[src/hdl/scpg_pkg.sv]
// ----------------------------------------------------------------------------
// scpg_pkg
// Shared types, widths and codes for the sync clock pulse generator.
// ----------------------------------------------------------------------------
package scpg_pkg;

	// Internal counter width (period, airwheel and record tick counters)
	localparam int unsigned CNT_W = 32;
	// Register and result word width
	localparam int unsigned WORD_W = 32;
	// Compare width: wide enough for both a counter and a register word
	localparam int unsigned CMP_W = (CNT_W > WORD_W) ? CNT_W : WORD_W;
	localparam int unsigned CFG_IDX_W = 2;

	typedef logic [CNT_W-1:0]     cnt_t;
	typedef logic [WORD_W-1:0]    word_t;
	typedef logic [CMP_W-1:0]     cmp_t;
	typedef logic [CFG_IDX_W-1:0] cfg_idx_t;

	typedef enum logic [2:0] {
		REQ_CLK_TICK    = 3'd0,
		REQ_SAMPLE_TICK = 3'd1,
		REQ_REC_LEVEL   = 3'd2,
		REQ_RST_PERIOD  = 3'd3,
		REQ_RST_REC     = 3'd4,
		REQ_ARM_PULSE   = 3'd5
	} req_e;

	localparam cfg_idx_t CFG_CLOCK_ENABLE    = 2'd0;
	localparam cfg_idx_t CFG_CLOCK_PERIOD    = 2'd1;
	localparam cfg_idx_t CFG_AIRWHEEL_PERIOD = 2'd2;

	typedef struct packed {
		logic [2:0] req_type;
		logic       run_active;
		logic       tap_tempo_set;
		logic       record_external_sync;
		logic       airwheel_active;
		logic       record_level;
	} req_item_t;

	typedef struct packed {
		logic  sync_out;
		logic  clock_edge;
		logic  led_blink;
		word_t rec_count;
		word_t last_rec_count;
	} rsp_item_t;

	typedef struct packed {
		logic  clock_enable;
		word_t clock_period;
		word_t airwheel_period;
	} cfg_t;

	// Counter to result word: extend or truncate to 32 bits
	function automatic word_t cnt_to_word(cnt_t x);
		cmp_t w;
		w = cmp_t'(x);
		return w[WORD_W-1:0];
	endfunction

endpackage

[src/hdl/scpg_if.sv]
// ----------------------------------------------------------------------------
// scpg interfaces
// Valid/ready channels for requests, results and register writes.
// ----------------------------------------------------------------------------
interface scpg_req_if;
	logic                 valid;
	logic                 ready;
	scpg_pkg::req_item_t  data;
	modport source (output valid, output data, input ready);
	modport sink   (input valid, input data, output ready);
endinterface

interface scpg_rsp_if;
	logic                 valid;
	logic                 ready;
	scpg_pkg::rsp_item_t  data;
	modport source (output valid, output data, input ready);
	modport sink   (input valid, input data, output ready);
endinterface

interface scpg_cfg_if;
	logic                 valid;
	logic                 ready;
	scpg_pkg::cfg_idx_t   index;
	scpg_pkg::word_t      data;
	modport source (output valid, output index, output data, input ready);
	modport sink   (input valid, input index, input data, output ready);
endinterface

[src/hdl/sync_clock_pulse_generator_unit.sv]
// ----------------------------------------------------------------------------
// sync_clock_pulse_generator_unit
// A request beat passes through the input register and then the result register before result valid.
// Throughput: one request beat per cycle while the result side is not stalled; the core state updates in one pass.
// A waiting result does not block intake while the input register is free.
// Reset (arst_n low, async): counters, pulse flag and sync level cleared,
// clock_enable set, both period registers cleared, both stages emptied.
// ----------------------------------------------------------------------------
module sync_clock_pulse_generator_unit (
	input  logic      clk,
	input  logic      arst_n,
	scpg_req_if.sink  req,
	scpg_rsp_if.source rsp,
	scpg_cfg_if.sink  cfg
);

	scpg_pkg::cfg_t      regs;
	scpg_pkg::req_item_t item_s1;
	logic                vld_s1;
	scpg_pkg::rsp_item_t rsp_d;
	scpg_pkg::rsp_item_t rsp_s2;
	logic                vld_s2;
	logic                adv;
	logic                fire;

	// Register file; the user must write it only while the datapath is idle (not enforced here)
	scpg_cfg u_cfg (
		.clk    (clk),
		.arst_n (arst_n),
		.cfg    (cfg),
		.regs   (regs)
	);

	// Result register can load when empty or being drained this cycle
	assign adv  = !vld_s2 || rsp.ready;
	// Request in stage 1 is applied to the state as it moves to stage 2
	assign fire = vld_s1 && adv;
	// Stage 1 frees up whenever it is empty or moving on
	assign req.ready = !vld_s1 || adv;

	scpg_core u_core (
		.clk    (clk),
		.arst_n (arst_n),
		.fire   (fire),
		.item   (item_s1),
		.regs   (regs),
		.rsp    (rsp_d)
	);

	// Valid bits
	always_ff @(posedge clk or negedge arst_n) begin
		if (!arst_n) begin
			vld_s1 <= 1'b0;
			vld_s2 <= 1'b0;
		end else begin
			if (req.valid && req.ready) begin
				vld_s1 <= 1'b1;
			end else if (adv) begin
				vld_s1 <= 1'b0;
			end
			if (adv) begin
				vld_s2 <= vld_s1;
			end
		end
	end

	// Payload: no reset needed
	always_ff @(posedge clk) begin
		if (req.valid && req.ready) begin
			item_s1 <= req.data;
		end
		if (fire) begin
			rsp_s2 <= rsp_d;
		end
	end

	assign rsp.valid = vld_s2;
	assign rsp.data  = rsp_s2;

endmodule

[src/hdl/scpg_cfg.sv]
// ----------------------------------------------------------------------------
// scpg_cfg
// Configuration register file; writes always taken.
// ----------------------------------------------------------------------------
module scpg_cfg (
	input  logic             clk,
	input  logic             arst_n,
	scpg_cfg_if.sink         cfg,
	output scpg_pkg::cfg_t   regs
);

	scpg_pkg::cfg_t regs_q;

	assign cfg.ready = 1'b1;
	assign regs      = regs_q;

	always_ff @(posedge clk or negedge arst_n) begin
		if (!arst_n) begin
			regs_q.clock_enable    <= 1'b1;
			regs_q.clock_period    <= '0;
			regs_q.airwheel_period <= '0;
		end else if (cfg.valid) begin
			case (cfg.index)
				scpg_pkg::CFG_CLOCK_ENABLE:    regs_q.clock_enable    <= cfg.data[0];
				scpg_pkg::CFG_CLOCK_PERIOD:    regs_q.clock_period    <= cfg.data;
				scpg_pkg::CFG_AIRWHEEL_PERIOD: regs_q.airwheel_period <= cfg.data;
				default: ; // unmapped index: ignored
			endcase
		end
	end

endmodule

[src/hdl/scpg_core.sv]
// ----------------------------------------------------------------------------
// scpg_core
// Counter and pulse state; one request applied per fire strobe.
// ----------------------------------------------------------------------------
module scpg_core (
	input  logic                 clk,
	input  logic                 arst_n,
	input  logic                 fire,
	input  scpg_pkg::req_item_t  item,
	input  scpg_pkg::cfg_t       regs,
	output scpg_pkg::rsp_item_t  rsp
);

	scpg_pkg::cnt_t period_cnt_q, air_cnt_q, rec_ticks_q, cap_ticks_q;
	logic           pending_q, sync_q;

	scpg_pkg::cnt_t period_cnt_d, air_cnt_d, rec_ticks_d, cap_ticks_d;
	logic           pending_d, sync_d, edge_d, blink_d;
	scpg_pkg::cmp_t pc_w, ac_w, per_w, aper_w;

	always_comb begin
		pc_w   = scpg_pkg::cmp_t'(period_cnt_q);
		ac_w   = scpg_pkg::cmp_t'(air_cnt_q);
		per_w  = scpg_pkg::cmp_t'(regs.clock_period);
		aper_w = scpg_pkg::cmp_t'(regs.airwheel_period);

		period_cnt_d = period_cnt_q;
		air_cnt_d    = air_cnt_q;
		rec_ticks_d  = rec_ticks_q;
		cap_ticks_d  = cap_ticks_q;
		pending_d    = pending_q;
		sync_d       = sync_q;
		edge_d       = 1'b0;
		blink_d      = 1'b0;

		case (item.req_type)
			scpg_pkg::REQ_CLK_TICK: begin
				if (regs.clock_enable && (item.run_active || item.tap_tempo_set)) begin
					if (!item.record_external_sync || item.tap_tempo_set) begin
						period_cnt_d = period_cnt_q + 1'b1;
						if (pc_w >= per_w) begin
							edge_d       = 1'b1;
							period_cnt_d = '0;
						end
					end else if (item.airwheel_active) begin
						period_cnt_d = period_cnt_q + 1'b1;
						if (pc_w < per_w) begin
							// inserted-clock path
							air_cnt_d = air_cnt_q + 1'b1;
							if (ac_w >= aper_w) begin
								blink_d   = 1'b1;
								edge_d    = 1'b1;
								air_cnt_d = '0;
							end
						end else begin
							// period end: pulse only if no insertion configured
							if (per_w <= aper_w) begin
								edge_d    = 1'b1;
								air_cnt_d = '0;
							end
							period_cnt_d = '0;
						end
					end
					rec_ticks_d = rec_ticks_q + 1'b1;
				end
				if (edge_d) begin
					sync_d    = 1'b1;
					pending_d = 1'b1;
				end
			end
			scpg_pkg::REQ_SAMPLE_TICK: begin
				if (pending_q) begin
					pending_d = 1'b0;
					sync_d    = 1'b0;
				end
			end
			scpg_pkg::REQ_REC_LEVEL: begin
				if (!item.record_level) begin
					cap_ticks_d = rec_ticks_q;
					rec_ticks_d = '0;
				end
			end
			scpg_pkg::REQ_RST_PERIOD: period_cnt_d = '0;
			scpg_pkg::REQ_RST_REC:    rec_ticks_d  = '0;
			scpg_pkg::REQ_ARM_PULSE:  pending_d    = 1'b1;
			default: ; // unused codes: no change
		endcase

		rsp.sync_out       = sync_d;
		rsp.clock_edge     = edge_d;
		rsp.led_blink      = blink_d;
		rsp.rec_count      = scpg_pkg::cnt_to_word(rec_ticks_d);
		rsp.last_rec_count = scpg_pkg::cnt_to_word(cap_ticks_d);
	end

	always_ff @(posedge clk or negedge arst_n) begin
		if (!arst_n) begin
			period_cnt_q <= '0;
			air_cnt_q    <= '0;
			rec_ticks_q  <= '0;
			cap_ticks_q  <= '0;
			pending_q    <= 1'b0;
			sync_q       <= 1'b0;
		end else if (fire) begin
			period_cnt_q <= period_cnt_d;
			air_cnt_q    <= air_cnt_d;
			rec_ticks_q  <= rec_ticks_d;
			cap_ticks_q  <= cap_ticks_d;
			pending_q    <= pending_d;
			sync_q       <= sync_d;
		end
	end

endmodule

[src/flat_wrapper.sv]
// flat-port wrapper written by rule: the top's interface ports become plain ports
module sync_clock_pulse_generator_unit_flat 
  (clk, arst_n, req_valid, req_data, req_ready, rsp_valid, rsp_data, rsp_ready, cfg_valid, cfg_index, cfg_data, cfg_ready);
  scpg_req_if req_i ();
  scpg_rsp_if rsp_i ();
  scpg_cfg_if cfg_i ();
  input  logic clk;
  input  logic arst_n;
  input wire logic [$bits(req_i.valid)-1:0] req_valid;
  input wire logic [$bits(req_i.data)-1:0] req_data;
  output wire logic [$bits(req_i.ready)-1:0] req_ready;
  output wire logic [$bits(rsp_i.valid)-1:0] rsp_valid;
  output wire logic [$bits(rsp_i.data)-1:0] rsp_data;
  input wire logic [$bits(rsp_i.ready)-1:0] rsp_ready;
  input wire logic [$bits(cfg_i.valid)-1:0] cfg_valid;
  input wire logic [$bits(cfg_i.index)-1:0] cfg_index;
  input wire logic [$bits(cfg_i.data)-1:0] cfg_data;
  output wire logic [$bits(cfg_i.ready)-1:0] cfg_ready;
  assign req_i.valid = req_valid;
  assign req_i.data = req_data;
  assign req_ready = req_i.ready;
  assign rsp_valid = rsp_i.valid;
  assign rsp_data = rsp_i.data;
  assign rsp_i.ready = rsp_ready;
  assign cfg_i.valid = cfg_valid;
  assign cfg_i.index = cfg_index;
  assign cfg_i.data = cfg_data;
  assign cfg_ready = cfg_i.ready;
  sync_clock_pulse_generator_unit u_core (.clk(clk), .arst_n(arst_n), .req(req_i), .rsp(rsp_i), .cfg(cfg_i));
endmodule
[config.mk]
export PLATFORM = sky130hd
export DESIGN_NAME = sync_clock_pulse_generator_unit_flat
export DESIGN_NICKNAME = d
export VERILOG_FILES = /design/src/hdl/scpg_pkg.sv /design/src/hdl/scpg_if.sv /design/src/hdl/sync_clock_pulse_generator_unit.sv /design/src/hdl/scpg_cfg.sv /design/src/hdl/scpg_core.sv /design/src/flat_wrapper.sv
export SDC_FILE = /design/constraint.sdc
export NUM_CORES = 1
export LEC_CHECK = 0
export BUFFER_PORTS_ARGS = -buffer_cell sky130_fd_sc_hd__buf_2
export CORE_ASPECT_RATIO = 0.5
export CORE_MARGIN = 3
export CORE_UTILIZATION = 54
export CTS_CLUSTER_SIZE = 14
export DETAILED_ROUTE_END_ITERATION = 10
export PLACE_DENSITY = 0.84
export RECOVER_POWER = 25
export SKIP_LAST_GASP = 1
export SLEW_MARGIN = 15
export SYNTH_ARGS = -nofsm -noshare
export SYNTH_HDL_FRONTEND = slang
export SYNTH_SLANG_ARGS = --single-unit
[constraint.sdc]
create_clock -name clk -period 5.05 [get_ports clk]
set_input_delay 1.515 -clock clk [delete_from_list [all_inputs] [get_ports clk]]
set_output_delay 1.515 -clock clk [all_outputs]
set_load 0.05 [all_outputs]
# Yosys cells after proc, flatten, opt, wreduce, memory -nomap -nowiden
# Cells that the tools add are included.
# word_totals
ff_bits	272
wordCells	96
in_bits	47
# op_classes
mux	29
eq_ne	10
n_reduce_logical	23
n_addsub	3
n_bitwise	5
magnitude_cmp	4
# ops
operator	n
32-bit two-way mux	12
32-bit by 1-bit adder with 32-bit output, second input constant	3
32-bit one-hot mux with 3 select lines	1
32-bit >= comparator	2
32-bit one-hot mux with 2 select lines	1
32-bit less-or-equal comparator	1
32-bit less-than comparator	1
1-bit two-way mux	13
3-bit by 2-bit equality test with 1-bit output, second input constant	2
3-bit equality test, second input constant	2
2-bit AND reduction	3
6-bit AND reduction	1
2-bit nonzero test	3
1-bit inverter	5
5-bit OR reduction	1
1-bit logical OR	4
2-bit inequality test, second input constant	2
4-bit AND reduction	1
3-bit by 1-bit equality test with 1-bit output, second input constant	1
1-bit logical AND	3
1-bit zero test	3
3-bit zero test	1
3-bit by 2-bit inequality test with 1-bit output, second input constant	1
1-bit one-hot mux with 3 select lines	1
6 further kinds	6

# Depth between registers and ports, before layout
# Gate-level depths: netlist (run 1).
# logic_depth
word_depth	9
mapped_depth	12
depth_no_buf	10

# Hierarchy
# A second synthesis (run 1) with hierarchy kept.
# hier_totals
hier_cells	1402
hier_area_um2	14785.4
# by_module_without_submodules
module	area_each_um2	seq_area_each_um2	cells_per_inst	instances
scpg_core	9815.7	3253.1	1178	1
scpg_cfg	2613.8	1627.8	141	1
sync_clock_pulse_generator_unit	2356.0	2302.2	83	1

# Least setup slack after synthesis (run 1)
# Ideal clock, no wire load.
# synth_path
kind	input port to flip-flop
from	input rsp_ready
to	register u_core.rsp_s2 (netlist bit u_core.rsp.data[0]) (enable)
arrival_time_ns	4.274
cell_stages	5
path_buffers	2
slack_ns	0.318
path_cell_list	nand2b_1 -> nand2_1 -> inv_1 -> clkbuf_1 -> clkbuf_1
# synth_via
elab_chain_cells	2
# synth_rtl
element	line	rtl
start, declared	flat_wrapper.sv:14	input wire logic [$bits(rsp_i.ready)-1:0] rsp_ready;
1-bit logical OR	sync_clock_pulse_generator_unit.sv:35	assign adv = !vld_s2 || rsp.ready;
1-bit logical AND	sync_clock_pulse_generator_unit.sv:37	assign fire = vld_s1 && adv;
named net u_core.fire	sync_clock_pulse_generator_unit.sv:24	logic fire;
end signal, assigned	sync_clock_pulse_generator_unit.sv:73	rsp_s2 <= rsp_d;
end, declared	sync_clock_pulse_generator_unit.sv:21	scpg_pkg::rsp_item_t rsp_s2;
# The timed path passes the listed nets, and every way through them passes these cells.
# A chain may end at the register's enable or synchronous reset.

# Worst setup path after layout (run 1)
# layout_path
from	register u_core.item_s1[7] (netlist name)
to	register u_core.u_core.air_cnt_q[21] (netlist: u_core.u_core.ac_w[21])
# layout_via
elab_chain_cells	2
# layout_rtl
element	line	rtl
start, declared	sync_clock_pulse_generator_unit.sv:18	scpg_pkg::req_item_t item_s1;
start signal, assigned	sync_clock_pulse_generator_unit.sv:70	item_s1 <= req.data;
3-bit zero test	scpg_core.sv:36	case (item.req_type)
6-bit AND reduction (no source line)	-	
end signal, assigned	scpg_core.sv:106	air_cnt_q <= air_cnt_d;
end, declared	scpg_core.sv:14	scpg_pkg::cnt_t period_cnt_q, air_cnt_q, rec_ticks_q, cap_ticks_q;
# No other way between the ends.

==> results.py, run 1 <==
metrics = {
    "setup_path": {
        "crit_arrival_ns": 4.55,
        "path_max_fanout": 48,
        "startpoint_type": "flop",
        "critPathKind": "reg -> reg",
        "rrSetupSlack_ns": 0.89,
        "worstPathRequired_ns": 5.44,
        "end_kind": "flop",
    },
    "timing": {
        "setup_viol": 0,
        "fin_skew_ns": 0.0152,
        "fin_crit_sh_pct": 82.4,
        "period_minus_slack_ns": 4.16,
        "slew_headroom_pct": -111,
        "tns_ns": 0,
        "finalHoldViolCount": 0,
        "fmax_mhz": 240,
        "rsz0062_at_grt": "false",
        "timing.final.ws_setup_ns": 0.889,
        "maxSlewViolCount": 175,
        "worstMarginPinSlew_ns": 3.16,
    },
    "route": {
        "route.detailed.drc": 0,
        "drtIter0Drc": 993,
        "ant_nets": 0,
        "wl_per_cell_um": 17.7,
        "dr.pass1.iters": 6,
        "vias": 11200,
        "drt_wl_total_mm": 33.2,
        "vias_per_cell": 5.99,
    },
    "logic_synthesis": {
        "syn_nets": 1557,
        "postSynth.asyncResetShare_pct": 72.4,
        "synthDistinctLibCells": 66,
        "ys_warn_count": 0,
        "netlist_top_cells_area": "dfrtp_1 (34%), edfxtp_1 (16%), ha_1 (8.6%)",
        "ys_ff_latch": 272,
        "synthMostInstantiatedCell": "nand2_1",
        "synthTopCellsByCount": "nand2_1 (242), dfrtp_1 (196), mux2_2 (104)",
        "avgSynthCellArea_um2": 10.2,
        "synth-main-ff-cell": "dfrtp_1",
        "yosys.area.top_type": "dfrtp_1",
        "yosysSeqAreaShare_pct": 49.8,
        "syn_inst": 1411,
        "synth.cell_area_um2": 14400,
        "netlist.area_leader.share_pct": 34.0,
        "synth-edff-count": 75,
    },
    "floorplan": {
        "core-area_um2": 25800,
        "rows": 41,
        "fp.dieW_um": 237,
        "start_util_pct": 56.1,
        "chipHeight_um": 122,
        "die_area_um2": 28900,
        "ios": 117,
    },
    "global_route": {
        "grtUsageTotal_pct": 22.7,
        "grt_pass1_wl_mm": 53.8,
        "grt_pass1_vias": 10800,
        "grt_max_degree": 127,
        "antenna_found_initial": 0,
        "overflow": 0,
    },
    "cells_and_area": {
        "fill_cells": 1960,
        "multiInputGateArea_um2": 6750,
        "instances_no_fill": 1874,
        "nets": 1661,
        "syn_to_final_growth_pct": 11.4,
        "antenna_cells": 0,
        "stdcell_area_um2": 16100,
        "drive_above_1_share_pct": 18.6,
        "register_area_um2": 7180,
    },
    "power_and_ir_drop": {
        "ir_drop_mv": 0.204,
        "p_leak_nw": 7.47,
        "p_total_mw": 5.34,
        "power_density_nw_per_um2": 332,
    },
    "clocking": {
        "post_cts_buffers": 0,
        "ctsHoldBuffers": 0,
        "clk_pin_slew_ns": 0.06,
        "h-tree-depth": 1,
        "cts-root-buf": "clkbuf_16",
        "cts_tree": "done",
        "cts_made_buffers": 25,
        "clock_path_buffers": 3,
        "cts_resized": 0,
        "insertion_delay_ns": 0.54,
        "clkSinkCount": 272,
    },
    "placed_design": {
        "dpl.cell_count": 1832,
        "place_ws_ns": 1.22,
        "port_buffers": 115,
        "gp_congestion": 0.923,
        "post_dp_cell_area_um2": 15400,
        "place_hpwl_mm": 23.5,
    },
    "run": {
        "drv_cap": 2,
    },
    "status": {
        "status": "complete, but fails checks",
        "violations": "capacitance limit, slew limit",
    },
    "worst_hold_path": {
        "hold_class": "reg -> reg",
    },
}
[area by class of cell]
cell class | instances | share of cell area, %
Timing Repair Buffer | 128 | 4.24
Clock inverter | 4 | 0.117
Sequential cell | 272 | 44.7
Tap cell | 344 | 2.68
Clock buffer | 38 | 4.44
Inverter | 81 | 1.91
Multi-Input combinational cell | 1007 | 42.0
[where the power goes]
group	switching, mW	total (mW)	internal [mW]
combinational	0.630	0.996	0.366
sequential	0.129	2.57	2.44
clock	0.806	1.77	0.968
[cell usage in the layout, fill, tap and decap left out, types with 21 or more instances in the layout]
cell and instances:
nand2_1 241, dfrtp_1 196, buf_2 114, mux2_2 104, ha_1 99, o21ai_0 96
inv_1 80, edfxtp_1 75, a21oi_1 62, nor2_1 58, nand3_1 46, nand4_1 35
and3_1 28, o31ai_1 26, clkbuf_16 25, nor3_1 21
[cells by family after synthesis]
kind of cell | count (synthesis) | synth area share [%]
XOR/XNOR | 23 | 1.40
flip-flops | 272 | 49.8
adder cells (fa/ha/maj) | 99 | 8.58
AND/OR/NAND/NOR | 505 | 16.5
multiplexers | 111 | 8.60
AO/OA/AOI/OAI | 268 | 11.6
other | 1 | 0.0260
buffers and inverters | 132 | 3.53
[through the flow]
stage / util, % / hold slack (ns)
2_1_floorplan: - / 0.442
3_3_place_gp: 59.7 / 0.453
3_5_place_dp: 59.7 / 0.459
4_1_cts: 62.5 / 0.474
5_1_grt: 62.5 / 0.495
6_report: 62.5 / 0.469
[worst max-delay path, stage by stage (launching register included)]
cell,delay [ns]
edfxtp_1,0.52
or3_1,0.41
clkbuf_1,0.74
nor2b_2,0.43
nand3_1,0.17
nor2_2,0.35
nand2_1,0.55
a21oi_1,0.71
nor3_1,0.13
[routing by layer]
layer / global-route usage, % / vias up / share of wire [%]
li1: - / 5279 / -
met1: 29.5 / 5505 / 42
met4: 7.66 / 0 / 2.9
met3: 4.32 / 69 / 5.7
met2: 39.0 / 380 / 49
met5: 0 / - / 0
[registers in the layout (all words and copies together), names as in the netlist, 8 cells and up]
register,flops
u_core.item_s1,8
u_core.u_core.ac_w,32
u_core.u_core.pc_w,32
u_core.u_core.rec_ticks_q,32
u_core.u_core.cap_ticks_q,32
u_core.rsp.data,67
u_core.u_cfg.regs,65
[final timing paths]
| check | end | startpoint | depth (start not counted) |
|---|---|---|---|
| worst max-delay path | u_core.u_core.ac_w[21]$_DFFE_PN0P_ | u_core.item_s1[7]$_DFFE_PP_ | 8 |
| worst min-delay path | u_core.u_core.cap_ticks_q[29]$_DFFE_PN0P_ | u_core.u_core.cap_ticks_q[29]$_DFFE_PN0P_ | 2 |
| worst max register to register | u_core.u_core.ac_w[21]$_DFFE_PN0P_ | u_core.item_s1[7]$_DFFE_PP_ | 8 |
| worst min register to register | u_core.u_core.cap_ticks_q[29]$_DFFE_PN0P_ | u_core.u_core.cap_ticks_q[29]$_DFFE_PN0P_ | 2 |
| max in group asynchronous | u_core.u_core.ac_w[18]$_DFFE_PN0P_ | arst_n | 1 |
| min in group asynchronous | u_core.u_core.cap_ticks_q[9]$_DFFE_PN0P_ | arst_n | 1 |
Note: power is estimated with default switching activity, not from simulation.
==> run 2: changes to the inputs <==
Clock period 5.05 ns to 4.27 ns, I/O delays scaled along.
==> results.py, run 2 (synthesis results as in run 1) <==
metrics = {
    "status": {
        "status": "complete, but fails checks",
        "violations": "capacitance limit, slew limit",
    },
    "placed_design": {
        "gp_congestion": 0.905,
        "place_hpwl_mm": 24.5,
        "post_dp_cell_area_um2": 15400,
        "port_buffers": 115,
        "place_ws_ns": 0.823,
        "dpl.cell_count": 1835,
    },
    "timing": {
        "setup_viol": 0,
        "rsz0062_at_grt": "false",
        "worstMarginPinSlew_ns": 2.36,
        "fin_crit_sh_pct": 76.7,
        "period_minus_slack_ns": 3.28,
        "finalHoldViolCount": 0,
        "fin_skew_ns": 0.0135,
        "fmax_mhz": 305,
        "maxSlewViolCount": 90,
        "tns_ns": 0,
        "slew_headroom_pct": -57.2,
        "timing.final.ws_setup_ns": 0.993,
    },
    "setup_path": {
        "critPathMaxStageDelay_ns": 0.77,
        "rrSetupSlack_ns": 0.99,
        "end_kind": "flop",
        "reg2reg_to": "u_core.u_core.ac_w[22]$_DFFE_PN0P_",
        "timing.rr.start": "u_core.u_cfg.regs[57]$_DFFE_PN0P_",
        "path_cells": "inv_1 -> ha_1 -> nand4_1 -> nor4_1 -> o31ai_4 -> and2_2 -> nand2_1 -> o21bai_1 -> mux2_2",
        "critPathKind": "reg -> reg",
        "crit_path_top_delay_cell": "nor4_1",
        "ff2ff_path_depth": 9,
        "startpoint_type": "flop",
        "path_max_fanout": 17,
        "crit_arrival_ns": 3.71,
        "worstPathRequired_ns": 4.71,
    },
    "worst_hold_path": {
        "holdPathStages": 2,
        "worstHoldStart": "u_core.u_core.cap_ticks_q[3]$_DFFE_PN0P_",
        "hold_class": "reg -> reg",
        "holdPathEnd": "u_core.u_core.cap_ticks_q[3]$_DFFE_PN0P_",
    },
    "route": {
        "drt_wl_total_mm": 34.7,
        "dr.pass1.iters": 6,
        "wl_per_cell_um": 18.4,
        "route.detailed.drc": 0,
        "vias_per_cell": 6.02,
        "vias": 11300,
        "drtIter0Drc": 1092,
        "ant_nets": 0,
    },
    "power_and_ir_drop": {
        "combPwrFrac_pct": 18.0,
        "p_clk_share_pct": 36.2,
        "ir_drop_mv": 0.250,
        "p_seq_share_pct": 45.8,
        "switchingPower_mw": 1.92,
        "p_leak_nw": 7.56,
        "power_density_nw_per_um2": 408,
        "p_total_mw": 6.64,
        "p_int_mw": 4.72,
        "switching_share_pct": 29.0,
    },
    "clocking": {
        "clock_path_buffers": 3,
        "h-tree-depth": 1,
        "clk_pin_slew_ns": 0.07,
        "clkSinkCount": 272,
        "cts-root-buf": "clkbuf_16",
        "cts_resized": 0,
        "post_cts_buffers": 0,
        "insertion_delay_ns": 0.55,
        "ctsHoldBuffers": 0,
        "cts_tree": "done",
        "cts_made_buffers": 26,
    },
    "cells_and_area": {
        "fill_cells": 1900,
        "syn_to_final_growth_pct": 12.7,
        "antenna_cells": 0,
        "final_common_cell": "nand2_1",
        "largest_reg_flops": 67,
        "drive_above_1_share_pct": 19.2,
        "instances_no_fill": 1883,
        "final_cell_mix": "nand2_1 (241), dfrtp_1 (196), buf_2 (114)",
        "stdcell_area_um2": 16300,
        "nets": 1665,
    },
    "global_route": {
        "grt_pass1_vias": 11500,
        "antenna_found_initial": 0,
        "overflow": 0,
        "grt_max_degree": 91,
        "grtUsageTotal_pct": 24.1,
        "grt_pass1_wl_mm": 57.1,
    },
    "floorplan": {
        "start_util_pct": 56.1,
        "die_area_um2": 28900,
        "rows": 41,
        "chipHeight_um": 122,
        "ios": 117,
        "fp.dieW_um": 237,
        "core-area_um2": 25800,
    },
    "run": {
        "drv_cap": 1,
    },
}
==> run 2: cell types whose count changed in the layout (fill, tap and decap cells not counted), sizes merged <==
cell	delta
bufinv	+2
buf	+4
clkinvlp	+1
clkbuf	+2
==> run 2: area by class of cell <==
class | count | area, µm² | area share (%)
clock buffer | 41 | 788 | 4.85
clock inverter | 7 | 97.6 | 0.600
multi-input combinational | 1007 | 6750 | 41.5
sequential | 272 | 7180 | 44.2
tap | 344 | 430 | 2.65
inverter | 81 | 307 | 1.88
timing repair buffer | 131 | 708 | 4.35
==> run 2: power groups by stage <==
| stage | clock (mW) | sequential [mW] | combinational [mW] |
|---|---|---|---|
| 3_5_place_dp | 0 | 3.09 | 1.17 |
| 4_1_cts | 2.41 | 3.04 | 1.19 |
| 6_report | 2.40 | 3.04 | 1.20 |
| 5_1_grt | 2.53 | 3.06 | 1.32 |
| 3_3_place_gp | 0 | 3.07 | 1.09 |
| 2_1_floorplan | 0 | 3.19 | 0.678 |
==> run 2: per-stage QoR <==
step,util [%],hold WS (ns)
3_3_place_gp,59.8,0.453
5_1_grt,63.2,0.500
6_report,63.2,0.471
4_1_cts,63.2,0.474
2_1_floorplan,-,0.442
3_5_place_dp,59.8,0.458
==> run 2: per-layer routing <==
| layer | vias to the layer above | share of wire [%] | GRT usage (%) |
|---|---|---|---|
| li1 | 5275 | - | - |
| met1 | 5570 | 42 | 30.7 |
| met2 | 411 | 49 | 42.5 |
| met3 | 88 | 6.0 | 4.28 |
| met4 | 0 | 3.0 | 7.97 |
| met5 | - | 0 | 0 |
==> run 2: how the worst max path moves through the flow <==
stage | start | to | slack, ns
after floorplan | rsp_ready | u_core.rsp.data[0]$_DFFE_PP_ | 0.84
after global placement | rsp_ready | u_core.u_core.pc_w[29]$_DFFE_PN0P_ | 0.92
after detailed placement | rsp_ready | u_core.u_core.pc_w[29]$_DFFE_PN0P_ | 0.82
after CTS | u_core.u_cfg.regs[57]$_DFFE_PN0P_ | u_core.u_core.ac_w[22]$_DFFE_PN0P_ | 1.01
after global routing | u_core.u_core.pc_w[14]$_DFFE_PN0P_ | u_core.u_core.ac_w[22]$_DFFE_PN0P_ | 0.78
final | u_core.u_cfg.regs[57]$_DFFE_PN0P_ | u_core.u_core.ac_w[22]$_DFFE_PN0P_ | 0.99
==> run 2: worst max-delay path: cells and delay by family, from the launching register on <==
kind                     cells  cell delay [ns]
AO/OA/AOI/OAI                2             0.37
adder cells (fa/ha/maj)      1             0.31
buffers and inverters        1             0.09
flip-flops                   1             0.39
multiplexers                 1             0.27
AND/OR/NAND/NOR              4             1.72
